**src/sorted_array_priority_queue_assert.svh**
```systemverilog
// Assertion macros shared by the sorted array priority queue RTL.
// Every macro samples on i_clk and is disabled while i_rst_n is low.
`ifndef SORTED_ARRAY_PRIORITY_QUEUE_ASSERT_SVH
`define SORTED_ARRAY_PRIORITY_QUEUE_ASSERT_SVH

// Check a condition in the same cycle as its trigger
`define SAPQ_ASSERT_SAME(label, pre, post, msg) \
    label: assert property (@(posedge i_clk) disable iff (!i_rst_n) (pre) |-> (post)) \
        else $error(msg);

// Check a condition in the cycle after its trigger
`define SAPQ_ASSERT_NEXT(label, pre, post, msg) \
    label: assert property (@(posedge i_clk) disable iff (!i_rst_n) (pre) |=> (post)) \
        else $error(msg);

`endif

```
**src/sapq_pkg.sv**
```systemverilog
// Shared types, codes and helpers of the sorted array priority queue.
// No dependencies; imported by the interfaces, datapath, controller and top level.
package sapq_pkg;

    localparam int SAPQ_DEPTH_DEF = 16;

    localparam int REQ_W = 3;
    localparam int ERR_W = 2;
    localparam int WR_W  = 3;

    // Request codes
    localparam logic [REQ_W-1:0] REQ_INSERT   = 3'd0;
    localparam logic [REQ_W-1:0] REQ_REMOVE   = 3'd1;
    localparam logic [REQ_W-1:0] REQ_TICK_DUR = 3'd2;
    localparam logic [REQ_W-1:0] REQ_TICK_DBL = 3'd3;
    localparam logic [REQ_W-1:0] REQ_LOOKUP   = 3'd4;

    // Error codes
    localparam logic [ERR_W-1:0] ERR_OK    = 2'd0;
    localparam logic [ERR_W-1:0] ERR_FULL  = 2'd1;
    localparam logic [ERR_W-1:0] ERR_EMPTY = 2'd2;

    // Entry RAM write selections
    localparam logic [WR_W-1:0] WR_MOVE_UP   = 3'd0;
    localparam logic [WR_W-1:0] WR_MOVE_DOWN = 3'd1;
    localparam logic [WR_W-1:0] WR_TICK      = 3'd2;
    localparam logic [WR_W-1:0] WR_NEW_NEXT  = 3'd3;
    localparam logic [WR_W-1:0] WR_NEW_ZERO  = 3'd4;

    typedef struct packed {
        logic [REQ_W-1:0]   req_type;
        logic [7:0]         entry_key;
        logic signed [7:0]  entry_duration;
        logic signed [7:0]  entry_durability;
        logic [15:0]        entry_price;
    } t_req;

    typedef struct packed {
        logic               head_valid;
        logic [7:0]         head_key;
        logic signed [7:0]  head_duration;
        logic signed [7:0]  head_durability;
        logic [15:0]        head_price;
        logic               key_found;
        logic [4:0]         entry_count;
        logic [ERR_W-1:0]   error_code;
    } t_rsp;

    typedef struct packed {
        logic [7:0]  key;
        logic [7:0]  duration;
        logic [7:0]  durability;
        logic [15:0] price;
    } t_entry;

    // Controller to datapath
    typedef struct packed {
        logic             latch;
        logic             set_err;
        logic [ERR_W-1:0] err_code;
        logic             idx_inc;
        logic             idx_dec;
        logic             wr_en;
        logic [WR_W-1:0]  wr_sel;
        logic             cap_head;
        logic             set_found;
        logic             cnt_inc;
        logic             cnt_dec;
        logic             out_load;
    } t_cmd;

    // Datapath to controller
    typedef struct packed {
        logic             empty;
        logic             full;
        logic             last;
        logic             idx_zero;
        logic             key_gt;
        logic             key_eq;
        logic             out_busy;
        logic [REQ_W-1:0] req_type;
    } t_stat;

    // Decrement a countdown, holding at the most negative value
    function automatic logic [7:0] sat_dec(input logic [7:0] v);
        return (v == 8'h80) ? v : v - 8'd1;
    endfunction

endpackage

```
**src/sapq_if.sv**
```systemverilog
// Valid/ready channel interfaces for requests and responses.
// Depends on sapq_pkg for the payload types.
interface sapq_req_if import sapq_pkg::*; ();
    logic valid;
    logic ready;
    t_req data;
    modport source (output valid, output data, input ready);
    modport sink   (input valid, input data, output ready);
endinterface

interface sapq_rsp_if import sapq_pkg::*; ();
    logic valid;
    logic ready;
    t_rsp data;
    modport source (output valid, output data, input ready);
    modport sink   (input valid, input data, output ready);
endinterface

```
**src/sapq_ram.sv**
```systemverilog
// Generic single write port, single read port RAM with registered read.
// No dependencies.
module sapq_ram #(
    parameter int WIDTH = 8,
    parameter int DEPTH = 16
) (
    input  logic                     i_clk,
    input  logic                     i_wr_en,
    input  logic [$clog2(DEPTH)-1:0] i_wr_addr,
    input  logic [WIDTH-1:0]         i_wr_data,
    input  logic [$clog2(DEPTH)-1:0] i_rd_addr,
    output logic [WIDTH-1:0]         o_rd_data
);

    logic [WIDTH-1:0] r_mem [DEPTH];

    // Write and registered read
    always_ff @(posedge i_clk) begin
        if (i_wr_en) begin
            r_mem[i_wr_addr] <= i_wr_data;
        end
        o_rd_data <= r_mem[i_rd_addr];
    end

endmodule

```
**src/sapq_datapath.sv**
```systemverilog
// Datapath: request and result registers, index, occupancy, entry RAM, output register.
// Depends on sapq_pkg, sapq_ram and the assertion macro header.
`include "sorted_array_priority_queue_assert.svh"

module sapq_datapath import sapq_pkg::*; #(
    parameter int DEPTH = SAPQ_DEPTH_DEF
) (
    input  logic  i_clk,
    input  logic  i_rst_n,
    input  t_req  i_req_data,
    input  t_cmd  i_cmd,
    output t_stat o_stat,
    output logic  o_rsp_valid,
    output t_rsp  o_rsp_data,
    input  logic  i_rsp_ready
);

    localparam int AW = $clog2(DEPTH);
    localparam int CW = $clog2(DEPTH + 1);
    localparam int EW = $bits(t_entry);

    t_req             r_req;
    logic [AW-1:0]    r_idx;
    logic [AW-1:0]    n_idx;
    logic [CW-1:0]    r_count;
    t_entry           r_head;
    logic             r_head_valid;
    logic             r_found;
    logic [ERR_W-1:0] r_err;
    logic             r_out_valid;
    t_rsp             r_out;

    logic [AW-1:0]    wr_addr;
    t_entry           wr_data;
    t_entry           rd_data;
    t_entry           new_entry;
    logic [CW+4:0]    cnt_ext;

    // Next index; the RAM reads at it so data for r_idx arrives each cycle
    always_comb begin
        n_idx = r_idx;
        if (i_cmd.latch) begin
            n_idx = (i_req_data.req_type == REQ_INSERT) ? AW'(r_count - CW'(1)) : '0;
        end else if (i_cmd.idx_dec) begin
            n_idx = r_idx - AW'(1);
        end else if (i_cmd.idx_inc) begin
            n_idx = r_idx + AW'(1);
        end
    end

    assign new_entry.key        = r_req.entry_key;
    assign new_entry.duration   = r_req.entry_duration;
    assign new_entry.durability = r_req.entry_durability;
    assign new_entry.price      = r_req.entry_price;

    // Select write address and data
    always_comb begin
        wr_addr = r_idx;
        wr_data = rd_data;
        case (i_cmd.wr_sel)
            WR_MOVE_UP: begin
                wr_addr = r_idx + AW'(1);
            end
            WR_MOVE_DOWN: begin
                wr_addr = r_idx - AW'(1);
            end
            WR_TICK: begin
                if (r_req.req_type == REQ_TICK_DUR) begin
                    wr_data.duration = sat_dec(rd_data.duration);
                end else begin
                    wr_data.durability = sat_dec(rd_data.durability);
                end
            end
            WR_NEW_NEXT: begin
                wr_addr = r_idx + AW'(1);
                wr_data = new_entry;
            end
            WR_NEW_ZERO: begin
                wr_addr = '0;
                wr_data = new_entry;
            end
            default: begin
                wr_addr = r_idx;
                wr_data = rd_data;
            end
        endcase
    end

    sapq_ram #(
        .WIDTH (EW),
        .DEPTH (DEPTH)
    ) u_ram (
        .i_clk     (i_clk),
        .i_wr_en   (i_cmd.wr_en),
        .i_wr_addr (wr_addr),
        .i_wr_data (wr_data),
        .i_rd_addr (n_idx),
        .o_rd_data (rd_data)
    );

    // Request, index and result registers
    always_ff @(posedge i_clk) begin
        r_idx <= n_idx;
        if (i_cmd.latch) begin
            r_req        <= i_req_data;
            r_head       <= '0;
            r_head_valid <= 1'b0;
            r_found      <= 1'b0;
            r_err        <= i_cmd.set_err ? i_cmd.err_code : ERR_OK;
        end else begin
            if (i_cmd.cap_head) begin
                r_head       <= rd_data;
                r_head_valid <= 1'b1;
            end
            if (i_cmd.set_found) begin
                r_found <= 1'b1;
            end
        end
    end

    // Occupancy
    always_ff @(posedge i_clk) begin
        if (!i_rst_n) begin
            r_count <= '0;
        end else if (i_cmd.cnt_inc) begin
            r_count <= r_count + CW'(1);
        end else if (i_cmd.cnt_dec) begin
            r_count <= r_count - CW'(1);
        end
    end

    assign cnt_ext = {5'd0, r_count};

    // Output register: load a finished result, drop it once taken
    always_ff @(posedge i_clk) begin
        if (!i_rst_n) begin
            r_out_valid <= 1'b0;
        end else if (i_cmd.out_load) begin
            r_out_valid <= 1'b1;
        end else if (i_rsp_ready) begin
            r_out_valid <= 1'b0;
        end
    end

    always_ff @(posedge i_clk) begin
        if (i_cmd.out_load) begin
            r_out.head_valid      <= r_head_valid;
            r_out.head_key        <= r_head.key;
            r_out.head_duration   <= r_head.duration;
            r_out.head_durability <= r_head.durability;
            r_out.head_price      <= r_head.price;
            r_out.key_found       <= r_found;
            r_out.entry_count     <= cnt_ext[4:0];
            r_out.error_code      <= r_err;
        end
    end

    assign o_rsp_valid = r_out_valid;
    assign o_rsp_data  = r_out;

    // Status
    assign o_stat.empty    = (r_count == '0);
    assign o_stat.full     = (r_count == CW'(DEPTH));
    assign o_stat.last     = ((CW'(r_idx) + CW'(1)) == r_count);
    assign o_stat.idx_zero = (r_idx == '0);
    assign o_stat.key_gt   = (rd_data.key > r_req.entry_key);
    assign o_stat.key_eq   = (rd_data.key == r_req.entry_key);
    assign o_stat.out_busy = r_out_valid && !i_rsp_ready;
    assign o_stat.req_type = r_req.req_type;

    `SAPQ_ASSERT_SAME(a_count_bound, 1'b1, r_count <= CW'(DEPTH), "occupancy above depth")
    `SAPQ_ASSERT_SAME(a_inc_not_full, i_cmd.cnt_inc, !o_stat.full, "insert into full table")
    `SAPQ_ASSERT_SAME(a_dec_not_empty, i_cmd.cnt_dec, !o_stat.empty, "remove from empty table")
    `SAPQ_ASSERT_NEXT(a_one_at_a_time, i_cmd.latch, !i_cmd.latch, "request taken while busy")

endmodule

```
**src/sapq_ctrl.sv**
```systemverilog
// Controller: sequences insert, remove, tick and lookup over the entry RAM.
// Depends on sapq_pkg; drives the datapath through t_cmd and reads t_stat.
module sapq_ctrl import sapq_pkg::*; (
    input  logic             i_clk,
    input  logic             i_rst_n,
    input  logic             i_req_valid,
    input  logic [REQ_W-1:0] i_req_type,
    output logic             o_req_ready,
    input  t_stat            i_stat,
    output t_cmd             o_cmd
);

    localparam logic [1:0] S_IDLE = 2'd0;
    localparam logic [1:0] S_SCAN = 2'd1;
    localparam logic [1:0] S_PUT  = 2'd2;
    localparam logic [1:0] S_DONE = 2'd3;

    logic [1:0] r_state;
    logic [1:0] n_state;

    assign o_req_ready = (r_state == S_IDLE);

    // Next state and commands
    always_comb begin
        n_state = r_state;
        o_cmd   = '0;
        case (r_state)
            S_IDLE: begin
                if (i_req_valid) begin
                    o_cmd.latch = 1'b1;
                    n_state     = S_DONE;
                    case (i_req_type)
                        REQ_INSERT: begin
                            if (i_stat.full) begin
                                o_cmd.set_err  = 1'b1;
                                o_cmd.err_code = ERR_FULL;
                            end else if (i_stat.empty) begin
                                n_state = S_PUT;
                            end else begin
                                n_state = S_SCAN;
                            end
                        end
                        REQ_REMOVE: begin
                            if (i_stat.empty) begin
                                o_cmd.set_err  = 1'b1;
                                o_cmd.err_code = ERR_EMPTY;
                            end else begin
                                n_state = S_SCAN;
                            end
                        end
                        REQ_TICK_DUR, REQ_TICK_DBL, REQ_LOOKUP: begin
                            if (!i_stat.empty) begin
                                n_state = S_SCAN;
                            end
                        end
                        default: begin
                            n_state = S_DONE;
                        end
                    endcase
                end
            end
            S_SCAN: begin
                case (i_stat.req_type)
                    REQ_INSERT: begin
                        o_cmd.wr_en = 1'b1;
                        if (i_stat.key_gt) begin
                            // shift this entry up one slot and keep walking down; at slot zero go on to S_PUT
                            o_cmd.wr_sel = WR_MOVE_UP;
                            if (i_stat.idx_zero) begin
                                n_state = S_PUT;
                            end else begin
                                o_cmd.idx_dec = 1'b1;
                            end
                        end else begin
                            o_cmd.wr_sel  = WR_NEW_NEXT;
                            o_cmd.cnt_inc = 1'b1;
                            n_state       = S_DONE;
                        end
                    end
                    REQ_REMOVE: begin
                        if (i_stat.idx_zero) begin
                            o_cmd.cap_head = 1'b1;
                        end else begin
                            o_cmd.wr_en  = 1'b1;
                            o_cmd.wr_sel = WR_MOVE_DOWN;
                        end
                        if (i_stat.last) begin
                            o_cmd.cnt_dec = 1'b1;
                            n_state       = S_DONE;
                        end else begin
                            o_cmd.idx_inc = 1'b1;
                        end
                    end
                    REQ_TICK_DUR, REQ_TICK_DBL: begin
                        o_cmd.wr_en  = 1'b1;
                        o_cmd.wr_sel = WR_TICK;
                        if (i_stat.last) begin
                            n_state = S_DONE;
                        end else begin
                            o_cmd.idx_inc = 1'b1;
                        end
                    end
                    REQ_LOOKUP: begin
                        if (i_stat.key_eq) begin
                            o_cmd.set_found = 1'b1;
                            n_state         = S_DONE;
                        end else if (i_stat.last) begin
                            n_state = S_DONE;
                        end else begin
                            o_cmd.idx_inc = 1'b1;
                        end
                    end
                    default: begin
                        n_state = S_DONE;
                    end
                endcase
            end
            S_PUT: begin
                o_cmd.wr_en   = 1'b1;
                o_cmd.wr_sel  = WR_NEW_ZERO;
                o_cmd.cnt_inc = 1'b1;
                n_state       = S_DONE;
            end
            S_DONE: begin
                // hold until the output register is free
                if (!i_stat.out_busy) begin
                    o_cmd.out_load = 1'b1;
                    n_state        = S_IDLE;
                end
            end
            default: begin
                n_state = S_IDLE;
            end
        endcase
    end

    always_ff @(posedge i_clk) begin
        if (!i_rst_n) begin
            r_state <= S_IDLE;
        end else begin
            r_state <= n_state;
        end
    end

endmodule

```
**src/sorted_array_priority_queue.sv**
```systemverilog
// Top level of the sorted array priority queue: controller, datapath and channel ports.
// Depends on sapq_pkg, sapq_if, sapq_ctrl and sapq_datapath.
//
// Usage:
//   i_req carries one request transaction (insert, remove head, tick duration,
//   tick durability, lookup); o_rsp returns exactly one response transaction
//   for each, in order, with the removed head, the lookup result, the entry
//   count after the request and an error code (insert while full, remove while
//   empty).
//   Requests are handled one at a time. Entries live in a RAM with one read
//   and one write port; a request walks it one entry per cycle. The shortest
//   path (an error, a tick or lookup on an empty table, or an unused code) goes
//   straight to the done state; the longest is a walk over a full table, or an
//   insert at the front of a table holding DEPTH - 1 entries. The next request
//   is taken once the response is registered.
//   The response sits in an output register; while the receiver stalls, the
//   block still takes and finishes one more request, holds its response until
//   the register frees, and refuses further requests meanwhile.
//   Reset empties the table and drops any pending response; RAM contents are
//   not cleared and are only read below the occupancy count.
module sorted_array_priority_queue import sapq_pkg::*; #(
    parameter int DEPTH = SAPQ_DEPTH_DEF
) (
    input logic        i_clk,
    input logic        i_rst_n,
    sapq_req_if.sink   i_req,
    sapq_rsp_if.source o_rsp
);

    t_cmd  cmd;
    t_stat stat;

    sapq_ctrl u_ctrl (
        .i_clk       (i_clk),
        .i_rst_n     (i_rst_n),
        .i_req_valid (i_req.valid),
        .i_req_type  (i_req.data.req_type),
        .o_req_ready (i_req.ready),
        .i_stat      (stat),
        .o_cmd       (cmd)
    );

    sapq_datapath #(
        .DEPTH (DEPTH)
    ) u_datapath (
        .i_clk       (i_clk),
        .i_rst_n     (i_rst_n),
        .i_req_data  (i_req.data),
        .i_cmd       (cmd),
        .o_stat      (stat),
        .o_rsp_valid (o_rsp.valid),
        .o_rsp_data  (o_rsp.data),
        .i_rsp_ready (o_rsp.ready)
    );

endmodule
```
**src/flat_wrapper.sv**
```systemverilog
// flat-port wrapper written by rule: the top's interface ports become plain ports
module sorted_array_priority_queue_flat import sapq_pkg::*;
#(
    parameter int DEPTH = SAPQ_DEPTH_DEF
)
  (i_clk, i_rst_n, i_req_valid, i_req_data, i_req_ready, o_rsp_valid, o_rsp_data, o_rsp_ready);
  sapq_req_if i_req_i ();
  sapq_rsp_if o_rsp_i ();
  input logic i_clk;
  input logic i_rst_n;
  input wire logic [$bits(i_req_i.valid)-1:0] i_req_valid;
  input wire logic [$bits(i_req_i.data)-1:0] i_req_data;
  output wire logic [$bits(i_req_i.ready)-1:0] i_req_ready;
  output wire logic [$bits(o_rsp_i.valid)-1:0] o_rsp_valid;
  output wire logic [$bits(o_rsp_i.data)-1:0] o_rsp_data;
  input wire logic [$bits(o_rsp_i.ready)-1:0] o_rsp_ready;
  assign i_req_i.valid = i_req_valid;
  assign i_req_i.data = i_req_data;
  assign i_req_ready = i_req_i.ready;
  assign o_rsp_valid = o_rsp_i.valid;
  assign o_rsp_data = o_rsp_i.data;
  assign o_rsp_i.ready = o_rsp_ready;
  sorted_array_priority_queue #(.DEPTH(DEPTH)) u_core (.i_clk(i_clk), .i_rst_n(i_rst_n), .i_req(i_req_i), .o_rsp(o_rsp_i));
endmodule
```
**config.mk**
```make
export PLATFORM = sky130hd
export DESIGN_NAME = sorted_array_priority_queue_flat
export DESIGN_NICKNAME = d
export VERILOG_FILES = /design/src/sapq_pkg.sv /design/src/sapq_if.sv /design/src/sapq_ram.sv /design/src/sapq_datapath.sv /design/src/sapq_ctrl.sv /design/src/sorted_array_priority_queue.sv /design/src/flat_wrapper.sv
export VERILOG_INCLUDE_DIRS = /design/src /design/src/src
export SDC_FILE = /design/constraint.sdc
export NUM_CORES = 1
export LEC_CHECK = 0
export BUFFER_PORTS_ARGS = -buffer_cell sky130_fd_sc_hd__buf_2
export CORE_MARGIN = 1
export CORE_UTILIZATION = 30
export CTS_CLUSTER_SIZE = 28
export DETAILED_ROUTE_END_ITERATION = 10
export GPL_TIMING_DRIVEN = 0
export SLEW_MARGIN = 15
export SYNTH_ARGS = -nofsm -noshare
export SYNTH_HDL_FRONTEND = slang
export SYNTH_HIERARCHICAL = 1
export SYNTH_SLANG_ARGS = --single-unit
```
**constraint.sdc**
```tcl
create_clock -name i_clk -period 7.8 [get_ports i_clk]
set_input_delay 0.78 -clock i_clk [delete_from_list [all_inputs] [get_ports i_clk]]
set_output_delay 0.78 -clock i_clk [all_outputs]
set_load 0.05 [all_outputs]
```
==> metrics.md, run 1 <==
| Metric | Value |
|---|---|
| Status | finished, violations left |
| Failing checks | DRC |
| Via count | between 15000 and 20000 |
| CP Data Required Time | 8.15 ns |
| Max VDD drop | 0.186 mV |
| Register area share after synthesis | 0.748 |
| Die height | 328 um |
| Gate power share | 0.310 |
| GRT Util Overall | 0.145 |
| Initial Util | 0.303 |
| Worst Clk Skew | approximately 0.040 ns |
| I/O Buffers | 97 |
| Clock sinks | 828 |
| Critical Path Sink Type | flop |
| Avg Inst Size Synth | 19.6 um2 |
| WP data arrival | 6.43 ns |
| Routed WL per cell | ~24 um |
| DRC | 28 |
| Iteration-0 DRC Markers | 1727 |
| Ys async rst share | 0 |
| Synth cell types | 71 |
| Cell-internal power | 10.1 mW |
| Worst slew margin | 0.155 |
| H-tree Lvls | 3 |
| Syn Inst Count | 1630 |
| WS Path Type | flop to flop |
| GP Congestion | ~0.82 |
| GRT overflow | 0 |
| Number of max-cap violations | 0 |
| CTS tree | yes |
| PostCTS Resize Cnt | 0 |
| Cell taking the most area after synthesis | edfxtp_1 |
| Tmin final | between 6 and 7 ns |
| Num rows | 119 |
| Synthesized flop and latch total | 828 |
| Clk slew on worst S/H paths | 0.06 ns |
| Sw Pwr | ~5 mW |
| Largest net degree at the start of global routing | 30 |
| Initial antenna violation count | 0 |
| Mapped cell area | 32000 um2 |
| Synth top area cells | edfxtp_1 69%, mux4_2 7.0%, dfxtp_1 5.9% |
| Number of flops mapped to enable cells by yosys | 734 |
| Most frequent cells in the layout | 734 x edfxtp_1, 114 x buf_2, 100 x mux4_2 |
| RSZ-0062 raised after global routing | no |
| # hold bufs at CTS | 0 |
| Worst setup SP type | flop |
| Switch share | 0.326 |
| Most common cell after layout, fill and taps aside | edfxtp_1 |
| Post-Route WL | 78800 um |
| I/O Pins | 98 |
| Synth top area share | 0.689 |
| DRT Pass-1 Iters | 8 |
| Number of global-route vias before repair | ~17000 |
| Final hold vios | 0 |
| Setup violators final | 0 |
| Layout Nets | roughly 1900 |
| Clock Tree Root | clkbuf_16 |
| Synth Net Count | ~1700 |
| First-pass GRT wire length | between 100000 and 150000 um |
| Leakage power | 12.3 nW |
| DRT antenna net count | 0 |
| DP Worst Slack | 1.86 ns |
| Worst-Margin Slew | 1.26 ns |
| Final period util | 0.780 |
| Clock Latency Late Sink | about 0.65 ns |
| P&R area growth vs syn | 19.0% |
| Setup Fix Bufs, Post-CTS | 0 |
| Worst-path maximum fanout | 10 |
| Final Max Slew Viols | 0 |
| Type of the most critical hold path | input pin to flop |
| Layout cells sized above 1 | 0.247 |
| Final Power | 15.0 mW |
| Core area | roughly 110000 um2 |
| CTS Buf Count | 83 |
| Yosys warns | 6 |
| Dpl hpwl | 51700 um |
| Top FF cell, synth | edfxtp_1 |
| Die X | about 330 um |
| Clock Path Buffers | 3 |
| Die area | 108000 um2 |
| Clock Power Share | 0.268 |
| PD cells | 395 nW/um2 |
| Worst Slack Setup Final | 1.72 ns |
| Reg power frac | 0.421 |
| Drt via density | 4.97 |
| Max Freq | 164 MHz |
| Fillers | 9673 |
[sequential cells by signal, summed over array words and instances (netlist names)]
name,flops
u_core/u_datapath/r_head,40
u_core/u_datapath/r_head_valid,1
u_core/u_datapath/r_found,1
u_core/u_datapath/u_ram/r_mem,640
u_core/u_datapath/o_stat,3
u_core/u_datapath/new_entry,40
u_core/u_datapath/o_rsp_valid,1
u_core/u_datapath/r_err,2
u_core/u_datapath/r_count,5
u_core/u_datapath/r_idx,4
u_core/u_datapath/u_ram/o_rd_data,40
u_core/u_datapath/o_rsp_data,49
u_core/u_ctrl/r_state,2
[cells by family (layout without fill, tap and decap cells)]
group | after synthesis | after routing | share of synthesized area
AOI/OAI and AO/OA | 180 | 180 | 0.0408
xor gates and xnor gates | 15 | 15 | 0.00411
adders and majority gates | 21 | 21 | 0.00822
buffers and inverters | 105 | 410 | 0.0191
DFF | 828 | 828 | 0.748
muxes | 225 | 225 | 0.141
other | 0 | 1 | 0
and+or+nand+nor | 256 | 256 | 0.0387
[cells in the mapped netlist, drive strengths merged (11+ instances only)]
| cell type | n |
|---|---|
| a21oi | 17 |
| a22oi | 85 |
| buf | 36 |
| clkbuf | 46 |
| dfxtp | 94 |
| edfxtp | 734 |
| ha | 21 |
| inv | 23 |
| mux2 | 23 |
| mux2i | 42 |
| mux4 | 160 |
| nand2 | 75 |
| nor2 | 88 |
| nor2b | 11 |
| nor3 | 18 |
| o21ai | 22 |
| xnor2 | 14 |
[metrics by stage]
step | hold slack (ns) | instance area [um2] | instances | util | TNS (ns)
after floorplan | 0.400 | 32000 | 1630 | - | 0
after global placement | 0.403 | 34200 | 3118 | 0.324 | -727.91
after detailed placement | 0.408 | 35200 | 3170 | 0.334 | 0
after CTS | 0.255 | 38000 | 3325 | 0.361 | 0
after global routing | 0.264 | 38000 | 3326 | 0.361 | 0
final | 0.301 | 38000 | 3327 | 0.361 | 0
[critical path, cell delays in order (launching register included)]
cell	delay, ns
edfxtp_1	0.40
inv_1	0.07
ha_1	0.23
a21o_1	0.18
a21o_1	0.16
a21oi_1	0.44
a21oi_1	0.31
o31ai_1	0.28
and3_1	0.31
clkbuf_1	0.40
clkbuf_1	0.40
nand3_1	0.16
o21ai_0	0.12
a21oi_1	0.09
o22ai_1	0.28
nand3_1	0.39
nor3_2	0.81
buf_4	0.35
buf_4	0.20
buf_4	0.17
[power groups by stage]
stage / sequential, mW / clock, mW / combinational [mW]
floorplan: 6.46 / 0 / 3.00
global route: 6.38 / 4.30 / 4.99
CTS: 6.34 / 4.13 / 4.68
detailed placement: 6.43 / 0 / 4.67
global placement: 6.46 / 0 / 4.36
finish: 6.34 / 4.04 / 4.67
[layer usage]
layer / up-vias / part of all wire / global-route usage
met5: - / 0 / 0
met4: 0 / 0.020 / 0.0362
met3: 113 / 0.080 / 0.0352
met2: 652 / 0.47 / 0.233
met1: 8597 / 0.43 / 0.198
li1: 7161 / - / -
[path summary, 6_finish.rpt]
path | start | to | cells past startpoint | slack [ns]
max | u_core/u_datapath/new_entry[37] | u_core/u_datapath/u_ram/r_mem[12][5] | 19 | 1.72
min | i_req_data[17] | u_core/u_datapath/new_entry[17] | 1 | 0.30
max reg2reg | u_core/u_datapath/new_entry[37] | u_core/u_datapath/u_ram/r_mem[12][5] | 19 | 1.72
min reg2reg | u_core/u_datapath/r_err[1] | u_core/u_datapath/o_rsp_data[1] | 0 | 0.42
[cell type report]
class | count | area (um2) | area share
flip-flops and latches | 828 | 23900 | 0.629
multi-input cells | 697 | 7610 | 0.200
clock buffers | 103 | 2220 | 0.0584
well taps | 1391 | 1740 | 0.0458
repair buffers | 150 | 1350 | 0.0354
clock inverters | 52 | 579 | 0.0152
plain buffers | 82 | 526 | 0.0138
inverters | 23 | 88.8 | 0.00234
diodes | 1 | 2.50 | 0.0000658
Power figures use the tool's default switching activity.
==> run 2, diff against run 1 <==
==> constraint.sdc (replaced) <==
create_clock -name i_clk -period 5.85 [get_ports i_clk]
set_input_delay 0.585 -clock i_clk [delete_from_list [all_inputs] [get_ports i_clk]]
set_output_delay 0.585 -clock i_clk [all_outputs]
set_load 0.05 [all_outputs]
==> run 2 against run 1 <==
  * The run still ends with DRC left
  * Clock skew is 0.030 ns higher
  * Cell area is 1.4% higher
  * Sequential power is 33% higher
  * Worst setup slack worse by 1.5 ns
  * First-iteration DRC count is 8.1% higher
  * Core utilization is 0.49 points higher
  * Power is 38% higher
  * Wire length is 0.76% higher
  * Worst hold slack worse by 0.21 ns
  * Sequential cell count stayed put
  * Sequential share of layout area is 0.84 points lower
  * Critical path type unchanged
  * Critical endpoint is now u_core/u_datapath/u_ram/r_mem[2][10]
==> metrics.md, run 2 (synthesis results as in run 1) <==
| Metric | Value |
|---|---|
| Iteration-0 DRC Markers | 1867 (+8.1%) |
| Clock sinks | 828 (unchanged) |
| P&R area growth vs syn | 20.6% |
| Status | finished, violations left |
| PD cells | 537 nW/um2 (+36%) |
| Max Freq | 178 MHz (+8.2%) |
| Worst R2R End | u_core/u_datapath/u_ram/r_mem[2][10] |
| CTS tree | yes |
| Worst Slack Setup Final | 0.227 ns (-1.49 ns) |
| Most common cell after layout, fill and taps aside | edfxtp_1 |
| Clock Path Buffers | 3 (unchanged) |
| GRT Util Overall | 0.147 (+0.00134) |
| First-pass GRT wire length | 115000 um (+0.74%) |
| Critical R2R Launch | u_core/u_datapath/new_entry[37] |
| Leakage power | 12.6 nW (+2.1%) |
| Critical Path Sink Type | flop |
| Layout cells sized above 1 | 0.259 (+0.0121) |
| Failing checks | DRC |
| GRT overflow | 0 (unchanged) |
| Hold endpoint | u_core/u_datapath/new_entry[17] |
| Initial Util | 0.303 (unchanged) |
| Core area | 105000 um2 (unchanged) |
| Setup_tns | 0 ns (unchanged) |
| Number of max-cap violations | 0 (unchanged) |
| FF-to-FF path depth | 18 (-1) |
| Clk slew on worst S/H paths | 0.06 ns (about the same) |
| RSZ-0062 raised after global routing | no |
| Routed WL per cell | 23.8 um (+0.37%) |
| # diodes | 0 (-1) |
| Clock Latency Late Sink | 0.66 ns (about the same) |
| Post-Route WL | 79400 um (+0.76%) |
| Max VDD drop | 0.277 mV (+48%) |
| Final period util | 0.961 (+0.182) |
| Final Max Slew Viols | 0 (unchanged) |
| Largest net degree at the start of global routing | 29 (-3.3%) |
| Max FFs per register | 640 (unchanged) |
| DRT antenna net count | 0 (unchanged) |
| Layout Nets | 1945 (+0.62%) |
| Initial antenna violation count | 1 (+1) |
| Worst reg-to-reg setup slack | 0.23 ns (-1.49 ns) |
| Layout Cells excl Fill | 3340 (+0.39%) |
| Die height | 328 um (unchanged) |
| Worst-path maximum fanout | 16 (+6) |
| Clock Tree Root | clkbuf_16 |
| Dpl hpwl | 51900 um (+0.50%) |
| DRT Pass-1 Iters | 9 (+1) |
| Setup violators final | 0 (unchanged) |
| Die area | 108000 um2 (unchanged) |
| Tmin final | 5.62 ns (-0.458 ns) |
| Drt via density | 4.97 (+0.13%) |
| DP Cell Count | 3173 (+0.095%) |
| Worst setup SP type | flop |
| WS Path Type | flop to flop |
| Num rows | 119 (unchanged) |
| GP Congestion | 0.826 (+1.1%) |
| WP data arrival | 5.97 ns (-0.46 ns) |
| Die X | 328 um (unchanged) |
| Most frequent cells in the layout | 734 x edfxtp_1, 114 x buf_2, 100 x mux4_2 |
| Final hold vios | 0 (unchanged) |
| I/O Buffers | 97 (unchanged) |
| DP Worst Slack | -0.0142 ns (-1.88 ns) |
| I/O Pins | 98 (unchanged) |
| CP Data Required Time | 6.20 ns (-1.95 ns) |
| CTS Buf Count | 85 (+2.4%) |
| Hold Path Origin | i_req_data[17] |
| DRC | 18 (-36%) |
| Worst-Margin Slew | 1.07 ns (-0.190 ns) |
| Worst slew margin | 0.279 (+0.124) |
| Number of global-route vias before repair | 17200 (+2.1%) |
| Type of the most critical hold path | input pin to flop |
| H-tree Lvls | 3 (unchanged) |
| Hold path cells | 1 (unchanged) |
| Reg with most FFs | u_core/u_datapath/u_ram/r_mem |
| Worst Clk Skew | 0.0701 ns (+0.0299 ns) |
| Via count | 16600 (+0.52%) |
-- run 2: changes by cell type in the layout (fill, tap and decap cells not counted), moves of 3 or more --
cell / before / now
bufinv_16: 7 / 17
nor3_4: 0 / 3
clkbuf_1: 60 / 55
buf_16: 14 / 20
clkinv_4: 5 / 2
clkinv_1: 11 / 7
nor3_2: 4 / 1
clkbuf_8: 5 / 8
buf_12: 24 / 19
buf_4: 21 / 27
buf_8: 0 / 4
-- run 2: per-layer routing --
layer / global-route usage / routed length, um / vias to the layer above
li1: - / - / 7192
met1: 0.200 / 33700 / 8572
met2: 0.232 / 37100 / 695
met3: 0.0319 / 6270 / 150
met4: 0.0483 / 2290 / 0
met5: 0 / 0 / -
-- run 2: critical path, cell delays in order (launching register included) --
cell	delay (ns)
edfxtp_1	0.39
inv_1	0.07
ha_1	0.24
a21o_1	0.18
a21o_1	0.17
a21oi_1	0.45
a21oi_1	0.30
o31ai_1	0.26
and3_1	0.31
clkbuf_2	0.28
clkbuf_1	0.38
nand2_1	0.14
o22ai_1	0.19
nand2_1	0.09
o311ai_2	0.27
nand2b_1	0.45
nor2_4	0.70
buf_16	0.25
buf_16	0.18
-- run 2: repair_timing --
action / CTS / global route
pin swaps: 0 / 6
gates resized for setup: 1 / 8
hold buffers: 0 / 0
endpoints found under the setup margin: 13 / 250
hold endpoints to repair: 0 / 0
buffers inserted: 0 / 7
-- run 2: worst max path at each step --
| stage | startpoint | to | slack [ns] | cells past startpoint |
|---|---|---|---|---|
| after floorplan | u_core/u_datapath/new_entry[33] | u_core/u_datapath/u_ram/r_mem[4][0] | -0.36 | 15 |
| final | u_core/u_datapath/new_entry[37] | u_core/u_datapath/u_ram/r_mem[2][10] | 0.23 | 18 |
| after global routing | u_core/u_datapath/new_entry[37] | u_core/u_datapath/u_ram/r_mem[2][9] | 0.05 | 18 |
| after CTS | u_core/u_datapath/new_entry[37] | u_core/u_datapath/u_ram/r_mem[1][8] | 0.004 | 16 |
| after detailed placement | u_core/u_datapath/new_entry[37] | u_core/u_datapath/u_ram/r_mem[3][11] | -0.01 | 15 |
| after global placement | u_core/u_datapath/new_entry[37] | u_core/u_datapath/u_ram/r_mem[4][2] | -4.96 | 14 |
-- run 2: area by class of cell --
| type | count | area (um2) |
|---|---|---|
| plain buffers | 82 | 527 |
| clock buffers | 104 | 2300 |
| clock inverters | 55 | 825 |
| fillers | 9665 | 66900 |
| inverters | 23 | 88.8 |
| multi-input cells | 697 | 7650 |
| flip-flops and latches | 828 | 23900 |
| well taps | 1391 | 1740 |
| repair buffers | 160 | 1500 |
-- run 2: where the power goes --
group	switching (mW)	total, mW	internal [mW]
Combinational	3.89	6.29	2.39
Clock	2.35	5.94	3.59
Sequential	0.368	8.46	8.10
-- run 2: per-stage QoR --
step / cell area (um2) / hold slack [ns] / utilization / power (mW)
detailed placement: 35300 / 0.406 / 0.335 / 14.8
floorplan: 32000 / 0.400 / - / 12.6
finish: 38600 / 0.0962 / 0.366 / 20.7
global placement: 34200 / 0.401 / 0.325 / 14.4
global route: 38600 / 0.0768 / 0.366 / 21.5
CTS: 38500 / 0.0526 / 0.365 / 20.8
